## config.mk

```make
export PLATFORM = sky130hd
export DESIGN_NAME = nmea_command_line_pgn_filter
export DESIGN_NICKNAME = d
export VERILOG_FILES = /design/src/nclpf_pkg.sv /design/src/nclpf_ctrl.sv /design/src/nclpf_dp.sv /design/src/nmea_command_line_pgn_filter.sv
export SDC_FILE = /design/constraint.sdc
export NUM_CORES = 2
export LEC_CHECK = 0
export BUFFER_PORTS_ARGS = -buffer_cell sky130_fd_sc_hd__buf_2
export CAP_MARGIN = 15
export CORE_MARGIN = 2
export CORE_UTILIZATION = 50
export DETAILED_ROUTE_END_ITERATION = 10
export GPL_TIMING_DRIVEN = 0
export PLACE_DENSITY_LB_ADDON = 0.1
export SYNTH_ARGS = -nofsm -noshare
export SYNTH_HDL_FRONTEND = slang
export SYNTH_SLANG_ARGS = --single-unit
```

## constraint.sdc

```tcl
create_clock -name clock -period 17.68 [get_ports clock]
set_input_delay 0.884 -clock clock [delete_from_list [all_inputs] [get_ports clock]]
set_output_delay 0.884 -clock clock [all_outputs]
set_load 0.02 [all_outputs]
```

## src/nclpf_pkg.sv

```systemverilog
// ----------------------------------------------------------------------------
// nclpf_pkg
// Shared codes, characters, helper functions and controller/datapath
// command and status types for the command-line PGN filter.
// ----------------------------------------------------------------------------
package nclpf_pkg;

   localparam logic [1:0] ACT_BYTE = 2'd0;
   localparam logic [1:0] ACT_PGN  = 2'd1;
   localparam logic [1:0] ACT_SENT = 2'd2;

   localparam logic [2:0] OUT_NONE  = 3'd0;
   localparam logic [2:0] OUT_SET   = 3'd1;
   localparam logic [2:0] OUT_BAD   = 3'd2;
   localparam logic [2:0] OUT_CSUM  = 3'd3;
   localparam logic [2:0] OUT_QUERY = 3'd4;

   localparam logic [7:0] CH_NL    = 8'h0a;
   localparam logic [7:0] CH_SPACE = 8'h20;
   localparam logic [7:0] CH_TILDE = 8'h7e;
   localparam logic [7:0] CH_STAR  = 8'h2a;
   localparam logic [7:0] CH_DOLL  = 8'h24;
   localparam logic [7:0] CH_COMMA = 8'h2c;
   localparam logic [7:0] CH_PLUS  = 8'h2b;
   localparam logic [7:0] CH_MINUS = 8'h2d;
   localparam logic [7:0] CH_ZERO  = 8'h30;
   localparam logic [7:0] CH_NINE  = 8'h39;

   localparam int PREFIX_LEN = 7;

   typedef struct packed {
      logic take;
      logic fetch;
      logic proc;
      logic fin;
      logic q_read;
      logic q_cmp;
      logic q_done;
   } cmd_type;

   typedef struct packed {
      logic need_walk;
      logic need_query;
      logic walk_stop;
      logic q_stop;
      logic rsp_free;
   } status_type;

   function automatic logic [7:0] hex_char(input logic [3:0] n);
      logic [7:0] r;
      if (n < 4'd10) begin
         r = 8'h30 + {4'h0, n};
      end else begin
         r = 8'h37 + {4'h0, n};
      end
      return r;
   endfunction

   function automatic logic [7:0] prefix_char(input logic [2:0] i);
      logic [7:0] r;
      case (i)
         3'd0:    r = 8'h24;
         3'd1:    r = 8'h50;
         3'd2:    r = 8'h43;
         3'd3:    r = 8'h44;
         3'd4:    r = 8'h43;
         3'd5:    r = 8'h4d;
         default: r = 8'h2c;
      endcase
      return r;
   endfunction

endpackage

```

## src/nclpf_ctrl.sv

```systemverilog
// ----------------------------------------------------------------------------
// nclpf_ctrl
// Sequencer: takes items, steps the line walk and the filter list search,
// and waits for the output register before loading a long result.
// ----------------------------------------------------------------------------
module nclpf_ctrl
   import nclpf_pkg::*;
(
   input  logic       clock,
   input  logic       reset,
   input  logic       req_valid,
   output logic       req_stall,
   input  status_type status,
   output cmd_type    cmd
);

   typedef enum logic [6:0] {
      ST_IDLE  = 7'b0000001,
      ST_FETCH = 7'b0000010,
      ST_PROC  = 7'b0000100,
      ST_FIN   = 7'b0001000,
      ST_QREAD = 7'b0010000,
      ST_QCMP  = 7'b0100000,
      ST_QRSP  = 7'b1000000
   } state_type;

   state_type state_ff, state_in;

   assign req_stall = !((state_ff == ST_IDLE) && status.rsp_free);

   always_comb begin
      state_in = state_ff;
      cmd      = '0;
      case (state_ff)
         ST_IDLE: begin
            cmd.take = req_valid && status.rsp_free;
            if (cmd.take && status.need_walk) begin
               state_in = ST_FETCH;
            end else if (cmd.take && status.need_query) begin
               state_in = ST_QREAD;
            end
         end
         ST_FETCH: begin
            cmd.fetch = 1'b1;
            state_in  = ST_PROC;
         end
         ST_PROC: begin
            cmd.proc = 1'b1;
            state_in = status.walk_stop ? ST_FIN : ST_FETCH;
         end
         ST_FIN: begin
            cmd.fin = status.rsp_free;
            if (status.rsp_free) begin
               state_in = ST_IDLE;
            end
         end
         ST_QREAD: begin
            cmd.q_read = 1'b1;
            state_in   = ST_QCMP;
         end
         ST_QCMP: begin
            cmd.q_cmp = 1'b1;
            state_in  = status.q_stop ? ST_QRSP : ST_QREAD;
         end
         ST_QRSP: begin
            cmd.q_done = status.rsp_free;
            if (status.rsp_free) begin
               state_in = ST_IDLE;
            end
         end
         default: begin
            state_in = ST_IDLE;
         end
      endcase
   end

   always_ff @(posedge clock) begin
      if (reset) begin
         state_ff <= ST_IDLE;
      end else begin
         state_ff <= state_in;
      end
   end

endmodule

```

## src/nclpf_dp.sv

```systemverilog
// ----------------------------------------------------------------------------
// nclpf_dp
// Datapath: line memory with running checksum and prefix match, field
// parser, filter list memory, counters and the output register.
// ----------------------------------------------------------------------------
module nclpf_dp
   import nclpf_pkg::*;
#(
   parameter int LINE_BYTES   = 256,
   parameter int FILTER_DEPTH = 16,
   parameter int UW           = $clog2(FILTER_DEPTH + 1)
) (
   input  logic          clock,
   input  logic          reset,
   input  cmd_type       cmd,
   output status_type    status,
   input  logic [1:0]    req_action,
   input  logic [7:0]    req_rx_byte,
   input  logic [17:0]   req_pgn,
   output logic          rsp_valid,
   input  logic          rsp_stall,
   output logic [2:0]    rsp_outcome,
   output logic          rsp_accept,
   output logic          rsp_filtered_mode,
   output logic [UW-1:0] rsp_filter_count,
   output logic [31:0]   rsp_received_count,
   output logic [31:0]   rsp_bad_command_count,
   output logic [31:0]   rsp_checksum_error_count,
   output logic [31:0]   rsp_sent_count
);

   localparam int LW  = $clog2(LINE_BYTES);
   localparam int FIW = (FILTER_DEPTH > 1) ? $clog2(FILTER_DEPTH) : 1;
   localparam logic [LW-1:0] LEN_MAX = LW'(LINE_BYTES - 2);
   localparam logic [UW-1:0] USED_MAX = UW'(FILTER_DEPTH);

   typedef enum logic [2:0] {
      FS_SKIP = 3'b001,
      FS_DIG  = 3'b010,
      FS_DONE = 3'b100
   } fstate_type;

   // line memory and running line status
   logic [7:0]    line_mem [LINE_BYTES];
   logic [7:0]    rd_line_ff;
   logic [LW-1:0] len_ff, len_in;
   logic [7:0]    sum_ff, sum_in;
   logic          stop_ff, stop_in, star_ff, star_in, pmatch_ff, pmatch_in;
   logic [1:0]    post_ff, post_in;
   logic [7:0]    c1_ff, c1_in, c2_ff, c2_in;
   logic          store, line_clr, is_nl, csum_ok, prefix_ok;

   // walk
   logic [LW-1:0] ptr_ff, ptr_in;
   fstate_type    fst_ff, fst_in;
   logic          neg_ff, neg_in, first_done_ff, first_done_in, abort_ff, abort_in;
   logic [31:0]   val_ff, val_in, fval;
   logic          fz, first_bad;
   logic [7:0]    ch;
   logic [31:0]   dval;

   // filter list
   logic [31:0]   filt_mem [FILTER_DEPTH];
   logic [31:0]   rd_filt_ff;
   logic [UW-1:0] used_ff, used_in, qidx_ff, qidx_in;
   logic          fwr;
   logic          hit_ff, hit_in, hit;
   logic [17:0]   pgn_ff;
   logic          mode_ff, mode_in;

   // counters and output
   logic [31:0]   good_ff, good_in, badc_ff, badc_in, badcs_ff, badcs_in, fwd_ff, fwd_in;
   logic          rsp_valid_ff, rsp_valid_in, rsp_load, rsp_free;
   logic [2:0]    outcome_in;
   logic          accept_in;
   logic [2:0]    rsp_outcome_ff;
   logic          rsp_accept_ff, rsp_mode_ff;
   logic [UW-1:0] rsp_used_ff;
   logic [31:0]   rsp_good_ff, rsp_badc_ff, rsp_badcs_ff, rsp_fwd_ff;

   assign rsp_free  = !rsp_valid_ff || !rsp_stall;
   assign is_nl     = (req_action == ACT_BYTE) && (req_rx_byte == CH_NL);
   assign csum_ok   = stop_ff && star_ff && (post_ff == 2'd2) &&
                      (c1_ff == hex_char(sum_ff[7:4])) && (c2_ff == hex_char(sum_ff[3:0]));
   assign prefix_ok = pmatch_ff && (len_ff >= LW'(PREFIX_LEN));

   assign status.need_walk  = is_nl && csum_ok && prefix_ok;
   assign status.need_query = (req_action == ACT_PGN) && mode_ff && (used_ff != '0);
   assign status.rsp_free   = rsp_free;

   assign ch   = rd_line_ff;
   assign fval = neg_ff ? (32'd0 - val_ff) : val_ff;
   assign dval = {24'd0, ch - CH_ZERO};
   assign fz   = !abort_ff && ((cmd.proc && (ch == CH_COMMA)) || cmd.fin);
   assign first_bad = fz && !first_done_ff && (fval != 32'd1);
   assign status.walk_stop = cmd.proc &&
                             ((({1'b0, ptr_ff} + 1'b1) == {1'b0, len_ff}) || first_bad);

   assign hit = (rd_filt_ff == {14'd0, pgn_ff});
   assign status.q_stop = hit || ((qidx_ff + 1'b1) >= used_ff);

   // running checksum, prefix match and byte store
   always_comb begin
      store = cmd.take && (req_action == ACT_BYTE) && (req_rx_byte != CH_NL) &&
              (req_rx_byte inside {[CH_SPACE:CH_TILDE]}) && (len_ff < LEN_MAX);
      line_clr = (cmd.take && is_nl && !status.need_walk) || cmd.fin;
      len_in    = len_ff;
      sum_in    = sum_ff;
      stop_in   = stop_ff;
      star_in   = star_ff;
      post_in   = post_ff;
      c1_in     = c1_ff;
      c2_in     = c2_ff;
      pmatch_in = pmatch_ff;
      if (line_clr) begin
         len_in    = '0;
         sum_in    = '0;
         stop_in   = 1'b0;
         star_in   = 1'b0;
         post_in   = '0;
         pmatch_in = 1'b1;
      end else if (store) begin
         len_in = len_ff + 1'b1;
         if ((len_ff < LW'(PREFIX_LEN)) && (req_rx_byte != prefix_char(len_ff[2:0]))) begin
            pmatch_in = 1'b0;
         end
         if (len_ff != '0) begin
            if (!stop_ff) begin
               if ((req_rx_byte == CH_STAR) || (req_rx_byte == CH_DOLL)) begin
                  stop_in = 1'b1;
                  star_in = (req_rx_byte == CH_STAR);
               end else begin
                  sum_in = sum_ff ^ req_rx_byte;
               end
            end else begin
               if (post_ff == 2'd0) begin
                  c1_in = req_rx_byte;
               end
               if (post_ff == 2'd1) begin
                  c2_in = req_rx_byte;
               end
               if (post_ff != 2'd3) begin
                  post_in = post_ff + 1'b1;
               end
            end
         end
      end
   end

   // field parser and filter list update
   always_comb begin
      ptr_in        = ptr_ff;
      fst_in        = fst_ff;
      neg_in        = neg_ff;
      val_in        = val_ff;
      first_done_in = first_done_ff;
      abort_in      = abort_ff;
      used_in       = used_ff;
      fwr           = 1'b0;
      if (cmd.take && status.need_walk) begin
         ptr_in        = LW'(PREFIX_LEN);
         fst_in        = FS_SKIP;
         neg_in        = 1'b0;
         val_in        = '0;
         first_done_in = 1'b0;
         abort_in      = 1'b0;
      end
      if (cmd.proc) begin
         ptr_in = ptr_ff + 1'b1;
         if (ch == CH_COMMA) begin
            fst_in = FS_SKIP;
            neg_in = 1'b0;
            val_in = '0;
         end else begin
            case (fst_ff)
               FS_SKIP: begin
                  if ((ch == CH_PLUS) || (ch == CH_MINUS)) begin
                     neg_in = (ch == CH_MINUS);
                     fst_in = FS_DIG;
                  end else if (ch inside {[CH_ZERO:CH_NINE]}) begin
                     val_in = dval;
                     fst_in = FS_DIG;
                  end else if (ch != CH_SPACE) begin
                     fst_in = FS_DONE;
                  end
               end
               FS_DIG: begin
                  if (ch inside {[CH_ZERO:CH_NINE]}) begin
                     val_in = (val_ff << 3) + (val_ff << 1) + dval;
                  end else begin
                     fst_in = FS_DONE;
                  end
               end
               default: begin
                  fst_in = FS_DONE;
               end
            endcase
         end
      end
      if (fz) begin
         if (!first_done_ff) begin
            if (first_bad) begin
               abort_in = 1'b1;
            end else begin
               first_done_in = 1'b1;
               used_in       = '0;
            end
         end else if (used_ff < USED_MAX) begin
            fwr     = 1'b1;
            used_in = used_ff + 1'b1;
         end
      end
   end

   always_comb begin
      qidx_in = qidx_ff;
      hit_in  = hit_ff;
      if (cmd.take) begin
         qidx_in = '0;
         hit_in  = 1'b0;
      end else if (cmd.q_cmp) begin
         qidx_in = qidx_ff + 1'b1;
         hit_in  = hit;
      end
   end

   // counters and result selection
   always_comb begin
      good_in    = good_ff;
      badc_in    = badc_ff;
      badcs_in   = badcs_ff;
      fwd_in     = fwd_ff;
      mode_in    = mode_ff;
      outcome_in = OUT_NONE;
      accept_in  = 1'b0;
      rsp_load   = 1'b0;
      if (cmd.take) begin
         rsp_load = !status.need_walk && !status.need_query;
         case (req_action)
            ACT_BYTE: begin
               if (is_nl) begin
                  if (!csum_ok) begin
                     badcs_in   = badcs_ff + 1'b1;
                     outcome_in = OUT_CSUM;
                  end else begin
                     good_in = good_ff + 1'b1;
                     if (prefix_ok) begin
                        mode_in = 1'b1;
                     end else begin
                        badc_in    = badc_ff + 1'b1;
                        outcome_in = OUT_BAD;
                     end
                  end
               end
            end
            ACT_PGN: begin
               outcome_in = OUT_QUERY;
            end
            ACT_SENT: begin
               outcome_in = OUT_QUERY;
               accept_in  = !mode_ff;
               if (!mode_ff) begin
                  fwd_in = fwd_ff + 1'b1;
               end
            end
            default: begin
               outcome_in = OUT_NONE;
            end
         endcase
      end
      if (cmd.fin) begin
         rsp_load = 1'b1;
         if (abort_ff || first_bad) begin
            badc_in    = badc_ff + 1'b1;
            outcome_in = OUT_BAD;
         end else begin
            outcome_in = OUT_SET;
         end
      end
      if (cmd.q_done) begin
         rsp_load   = 1'b1;
         outcome_in = OUT_QUERY;
         accept_in  = hit_ff;
         if (hit_ff) begin
            fwd_in = fwd_ff + 1'b1;
         end
      end
      rsp_valid_in = rsp_load || (rsp_valid_ff && rsp_stall);
   end

   always_ff @(posedge clock) begin
      if (store) begin
         line_mem[len_ff] <= req_rx_byte;
      end
      if (cmd.fetch) begin
         rd_line_ff <= line_mem[ptr_ff];
      end
      if (fwr) begin
         filt_mem[used_ff[FIW-1:0]] <= fval;
      end
      if (cmd.q_read) begin
         rd_filt_ff <= filt_mem[qidx_ff[FIW-1:0]];
      end
      if (cmd.take) begin
         pgn_ff <= req_pgn;
      end
      c1_ff  <= c1_in;
      c2_ff  <= c2_in;
      val_ff <= val_in;
      neg_ff <= neg_in;
      ptr_ff <= ptr_in;
      if (rsp_load) begin
         rsp_outcome_ff <= outcome_in;
         rsp_accept_ff  <= accept_in;
         rsp_mode_ff    <= mode_in;
         rsp_used_ff    <= used_in;
         rsp_good_ff    <= good_in;
         rsp_badc_ff    <= badc_in;
         rsp_badcs_ff   <= badcs_in;
         rsp_fwd_ff     <= fwd_in;
      end
   end

   always_ff @(posedge clock) begin
      if (reset) begin
         len_ff        <= '0;
         sum_ff        <= '0;
         stop_ff       <= 1'b0;
         star_ff       <= 1'b0;
         post_ff       <= '0;
         pmatch_ff     <= 1'b1;
         fst_ff        <= FS_SKIP;
         first_done_ff <= 1'b0;
         abort_ff      <= 1'b0;
         used_ff       <= '0;
         qidx_ff       <= '0;
         hit_ff        <= 1'b0;
         mode_ff       <= 1'b0;
         good_ff       <= '0;
         badc_ff       <= '0;
         badcs_ff      <= '0;
         fwd_ff        <= '0;
         rsp_valid_ff  <= 1'b0;
      end else begin
         len_ff        <= len_in;
         sum_ff        <= sum_in;
         stop_ff       <= stop_in;
         star_ff       <= star_in;
         post_ff       <= post_in;
         pmatch_ff     <= pmatch_in;
         fst_ff        <= fst_in;
         first_done_ff <= first_done_in;
         abort_ff      <= abort_in;
         used_ff       <= used_in;
         qidx_ff       <= qidx_in;
         hit_ff        <= hit_in;
         mode_ff       <= mode_in;
         good_ff       <= good_in;
         badc_ff       <= badc_in;
         badcs_ff      <= badcs_in;
         fwd_ff        <= fwd_in;
         rsp_valid_ff  <= rsp_valid_in;
      end
   end

   assign rsp_valid                = rsp_valid_ff;
   assign rsp_outcome              = rsp_outcome_ff;
   assign rsp_accept               = rsp_accept_ff;
   assign rsp_filtered_mode        = rsp_mode_ff;
   assign rsp_filter_count         = rsp_used_ff;
   assign rsp_received_count       = rsp_good_ff;
   assign rsp_bad_command_count    = rsp_badc_ff;
   assign rsp_checksum_error_count = rsp_badcs_ff;
   assign rsp_sent_count           = rsp_fwd_ff;

`ifndef SYNTHESIS
   a_used_bound: assert property (@(posedge clock) disable iff (reset)
      used_ff <= USED_MAX)
      else $error("filter count above list depth");

   a_len_bound: assert property (@(posedge clock) disable iff (reset)
      len_ff <= LEN_MAX)
      else $error("line length above limit");

   a_load_free: assert property (@(posedge clock) disable iff (reset)
      rsp_load |-> rsp_free)
      else $error("result loaded while output register busy");

   a_csum_count: assert property (@(posedge clock) disable iff (reset)
      (cmd.take && is_nl && !csum_ok) |=> (badcs_ff == $past(badcs_ff) + 32'd1))
      else $error("checksum error not counted");
`endif

endmodule

```

## src/nmea_command_line_pgn_filter.sv

```systemverilog
// Timing: a stored or dropped byte, a plain sentence query and a rejected line give
//   their result in the cycle after the transfer; a $PCDCM command line walks the line
//   memory after the prefix with a fetch and a process step per byte, a PGN query reads
//   and compares the filter entries one by one. One item is in work at a time.
// Reset: synchronous, active high; counters, mode and list count clear, memories do not.
// ----------------------------------------------------------------------------
// nmea_command_line_pgn_filter
// Client command-line receiver: checksum check, PGN filter list update and
// forwarding decisions for PGN and plain sentence queries.
// ----------------------------------------------------------------------------
module nmea_command_line_pgn_filter
   import nclpf_pkg::*;
#(
   parameter int LINE_BYTES   = 256,
   parameter int FILTER_DEPTH = 16
) (
   input  logic                               clock,
   input  logic                               reset,
   input  logic                               req_valid,
   output logic                               req_stall,
   input  logic [1:0]                         req_action,
   input  logic [7:0]                         req_rx_byte,
   input  logic [17:0]                        req_pgn,
   output logic                               rsp_valid,
   input  logic                               rsp_stall,
   output logic [2:0]                         rsp_outcome,
   output logic                               rsp_accept,
   output logic                               rsp_filtered_mode,
   output logic [$clog2(FILTER_DEPTH+1)-1:0]  rsp_filter_count,
   output logic [31:0]                        rsp_received_count,
   output logic [31:0]                        rsp_bad_command_count,
   output logic [31:0]                        rsp_checksum_error_count,
   output logic [31:0]                        rsp_sent_count
);

   cmd_type    cmd;
   status_type status;

   nclpf_ctrl u_ctrl (
      .clock     (clock),
      .reset     (reset),
      .req_valid (req_valid),
      .req_stall (req_stall),
      .status    (status),
      .cmd       (cmd)
   );

   nclpf_dp #(
      .LINE_BYTES   (LINE_BYTES),
      .FILTER_DEPTH (FILTER_DEPTH),
      .UW           ($clog2(FILTER_DEPTH + 1))
   ) u_dp (
      .clock                    (clock),
      .reset                    (reset),
      .cmd                      (cmd),
      .status                   (status),
      .req_action               (req_action),
      .req_rx_byte              (req_rx_byte),
      .req_pgn                  (req_pgn),
      .rsp_valid                (rsp_valid),
      .rsp_stall                (rsp_stall),
      .rsp_outcome              (rsp_outcome),
      .rsp_accept               (rsp_accept),
      .rsp_filtered_mode        (rsp_filtered_mode),
      .rsp_filter_count         (rsp_filter_count),
      .rsp_received_count       (rsp_received_count),
      .rsp_bad_command_count    (rsp_bad_command_count),
      .rsp_checksum_error_count (rsp_checksum_error_count),
      .rsp_sent_count           (rsp_sent_count)
   );

endmodule

```

==> flow_summary.ini <==
[setup_path]
r2r-start = u_dp.len_ff[4]$_SDFFE_PP0P_
path_cells = clkbuf_1 -> and2_1 -> clkbuf_1 -> nand3_1 -> nor4_1 -> or4_1 -> nor2_1 -> nand3_1 -> clkbuf_2 -> nor2_1
reg2reg_to = u_dp.line_mem[94][5]$_DFFE_PP_
slowest_delay_ps = 930
required_ps = 18200
critical_path_class = register to register
crit_path_end_kind = register
start_kind = register
cp_max_fo = 10
crit_start = u_dp.len_ff[4]$_SDFFE_PP0P_
slowest_stage = nand3_1
cp_num_buf_inv = 3
r2r_cells = 10
rrSetupSlack_ps = 11710
arrival_ps = 6490
path_delay_family = simple AND/OR/NAND/NOR gates

[drt]
avgRoutedWirePerCell_um = 30.6
routed_wl_um = 306000
drtIter0Drc = 6857
dr.pass1.iters = 6
vias_per_cell = 6.07
vias = 60500
ant_nets = 0
drc = 0

[floorplan]
fp.dieArea_um2 = 242000
start_util_pct = 50.2
fp.dieW_um = 492
coreArea_um2 = 238000
ios = 172
core.rowCount = 179
die_y_um = 492

[yosys]
yosys.cell_types.count = 88
synth-edff-count = 2780
syn_area_um2 = 119000
yosysWarnings = 0
synthFlopType = edfxtp_1
synth-seq-area-share_pct = 73.5
ys_ff_latch = 2987
synthesis.nets = 6097
synth.avg_cell_area_um2 = 20.0
synth_cells = 5972
synthArstFlopShare_pct = 0

[clock_network]
path_clk_slew_ps = 60
root_buffer = clkbuf_16
clock_latency_ps = 960
cts_buffers = 324
clock_path_buffers = 4
cts_max_level = 5
post_cts_buffers = 0
cts_resized = 0
cts_tree = yes
hold_buffers = 0
cts_num_sinks = 2987

[hold_path]
min_delay_path_depth = 1
hold_class = input pin to register
hold_start = req_pgn[12]
hold_path_end = u_dp.pgn_ff[12]$_DFFE_PP_

[timing]
finalSetupTns_ps = 0
hold_viol = 0
rsz0062_at_grt = no
finClkSkew_ps = 89.5
tightest_slew_ps = 1270
setup_violations = 0
maxSlewHeadroom_pct = 15.4
fin_crit_sh_pct = 33.8
slew_viol_final = 0
fmax_mhz = 168
min_period_ps = 5970

[job]
cap_violations = 0

[cells_and_area]
multiInputGateArea_um2 = 30400
layout.nets = 6699
register_area_um2 = 87600
final_util_pct = 57.4
fillerInstances = 17700
final_common_cell = edfxtp_1
mostFrequentLayoutCells = 2,780 x edfxtp_1, 840 x mux4_2, 418 x nor2_1, 330 x clkbuf_16, 269 x clkbuf_1
drive_above_1_share_pct = 24.5
area_delta_synth_final_pct = 14.3

[pwr]
p_per_area_nw_per_um2 = 106
ir_drop_uv = 108
power.leakage_nw = 44.7

[place]
place.gp.congestion = 0.876
dp_hpwl_um = 203000
port_buffers = 171

[outcome]
status = complete, no violations

[global_routing]
antenna_found_initial = 11
grt_pass1_wl_um = 436000
grt_max_degree = 161
overflow = 0
grt.total_usage_pct = 25.1
grt_pass1_vias = 60200
## where the power goes
group          switching, W  leakage (nW)  internal (W)
clock network       0.00270          4.94       0.00381
logic              0.000183          12.6     0.0000505
registers         0.0000141          27.1       0.00774
## cells in the mapped netlist, types with 19 or more instances
library cell,number,area (um^2)
edfxtp_1,2780,83500
inv_1,72,270
nor3_1,37,185
mux2_1,20,225
xor2_1,87,762
clkbuf_1,229,860
a21oi_1,57,285
buf_1,66,248
nor2b_1,152,951
and2_1,19,119
nand2_1,169,634
mux4_2,840,18900
nand4_1,38,238
nand3_1,84,420
nor4_1,29,181
xnor2_1,146,1280
dfxtp_1,207,4140
nand2b_1,26,163
ha_1,87,1090
nor2_1,430,1610
o21ai_0,79,395
and3_1,37,231
## layout make-up
class	count	share of cell area [%]
clock buffer	392	6.28
tap	3167	2.91
inverter	74	0.204
clock inverter	169	1.10
antenna	5	0.00918
multi-input combinational	2609	22.3
sequential	2987	64.3
buffer	302	0.871
timing repair buffer	276	2.04
## how the worst max path moves through the flow
| stage | to | cells past startpoint |
|---|---|---|
| finish | u_dp.line_mem[94][5]$_DFFE_PP_ | 10 |
| global route | u_dp.line_mem[94][4]$_DFFE_PP_ | 10 |
| detailed placement | u_dp.line_mem[94][7]$_DFFE_PP_ | 8 |
| CTS | u_dp.line_mem[94][5]$_DFFE_PP_ | 10 |
| floorplan | u_dp.rsp_accept$_DFFE_PP_ | 9 |
| global placement | u_dp.rsp_sent_count[11]$_DFFE_PP_ | 5 |
## logic make-up after synthesis
family                     after synthesis  synth area share, %
AOI/OAI and AO/OA                      268                 1.51
xor gates and xnor gates               233                 1.71
adders and majority gates               93                 1.01
buffers and inverters                  376                 1.21
DFF                                   2987                 73.5
muxes                                  882                 16.2
and+or+nand+nor                       1133                 4.85
## sequential cells by signal (all words and copies together) (netlist names), 18 cells and up
register / count
u_dp.badc_ff: 32
u_dp.badcs_ff: 32
u_dp.filt_mem: 512
u_dp.fwd_ff: 32
u_dp.good_ff: 32
u_dp.line_mem: 2048
u_dp.pgn_ff: 18
u_dp.rd_filt_ff: 32
u_dp.rsp_bad_command_count: 32
u_dp.rsp_checksum_error_count: 32
u_dp.rsp_received_count: 32
u_dp.rsp_sent_count: 32
u_dp.val_ff: 32
## through the flow
stage / setup WS, ps / power [W] / hold WS [ps] / cells / area, um^2
4_1_cts: 11860 / 0.0146 / 36.3 / 9956 / 136000
3_5_place_dp: 11390 / 0.00814 / 439 / 9395 / 126000
5_1_grt: 11680 / 0.0149 / 62.3 / 9977 / 136000
3_3_place_gp: -2870 / 0.00815 / 435 / 9310 / 124000
2_1_floorplan: 5580 / 0.00799 / 426 / 5972 / 119000
6_report: 11710 / 0.0145 / 105 / 9981 / 136000
## metal layers
layer	global-route usage, %	vias up	part of all wire (%)	routed length, um
met5	0	-	0.0052	16
li1	-	25500	-	-
met1	35.0	32200	41	125000
met3	4.35	472	7.0	21300
met4	7.27	4	2.9	8900
met2	41.0	2311	49	150000
No activity file was read; power rests on OpenSTA's default activity.
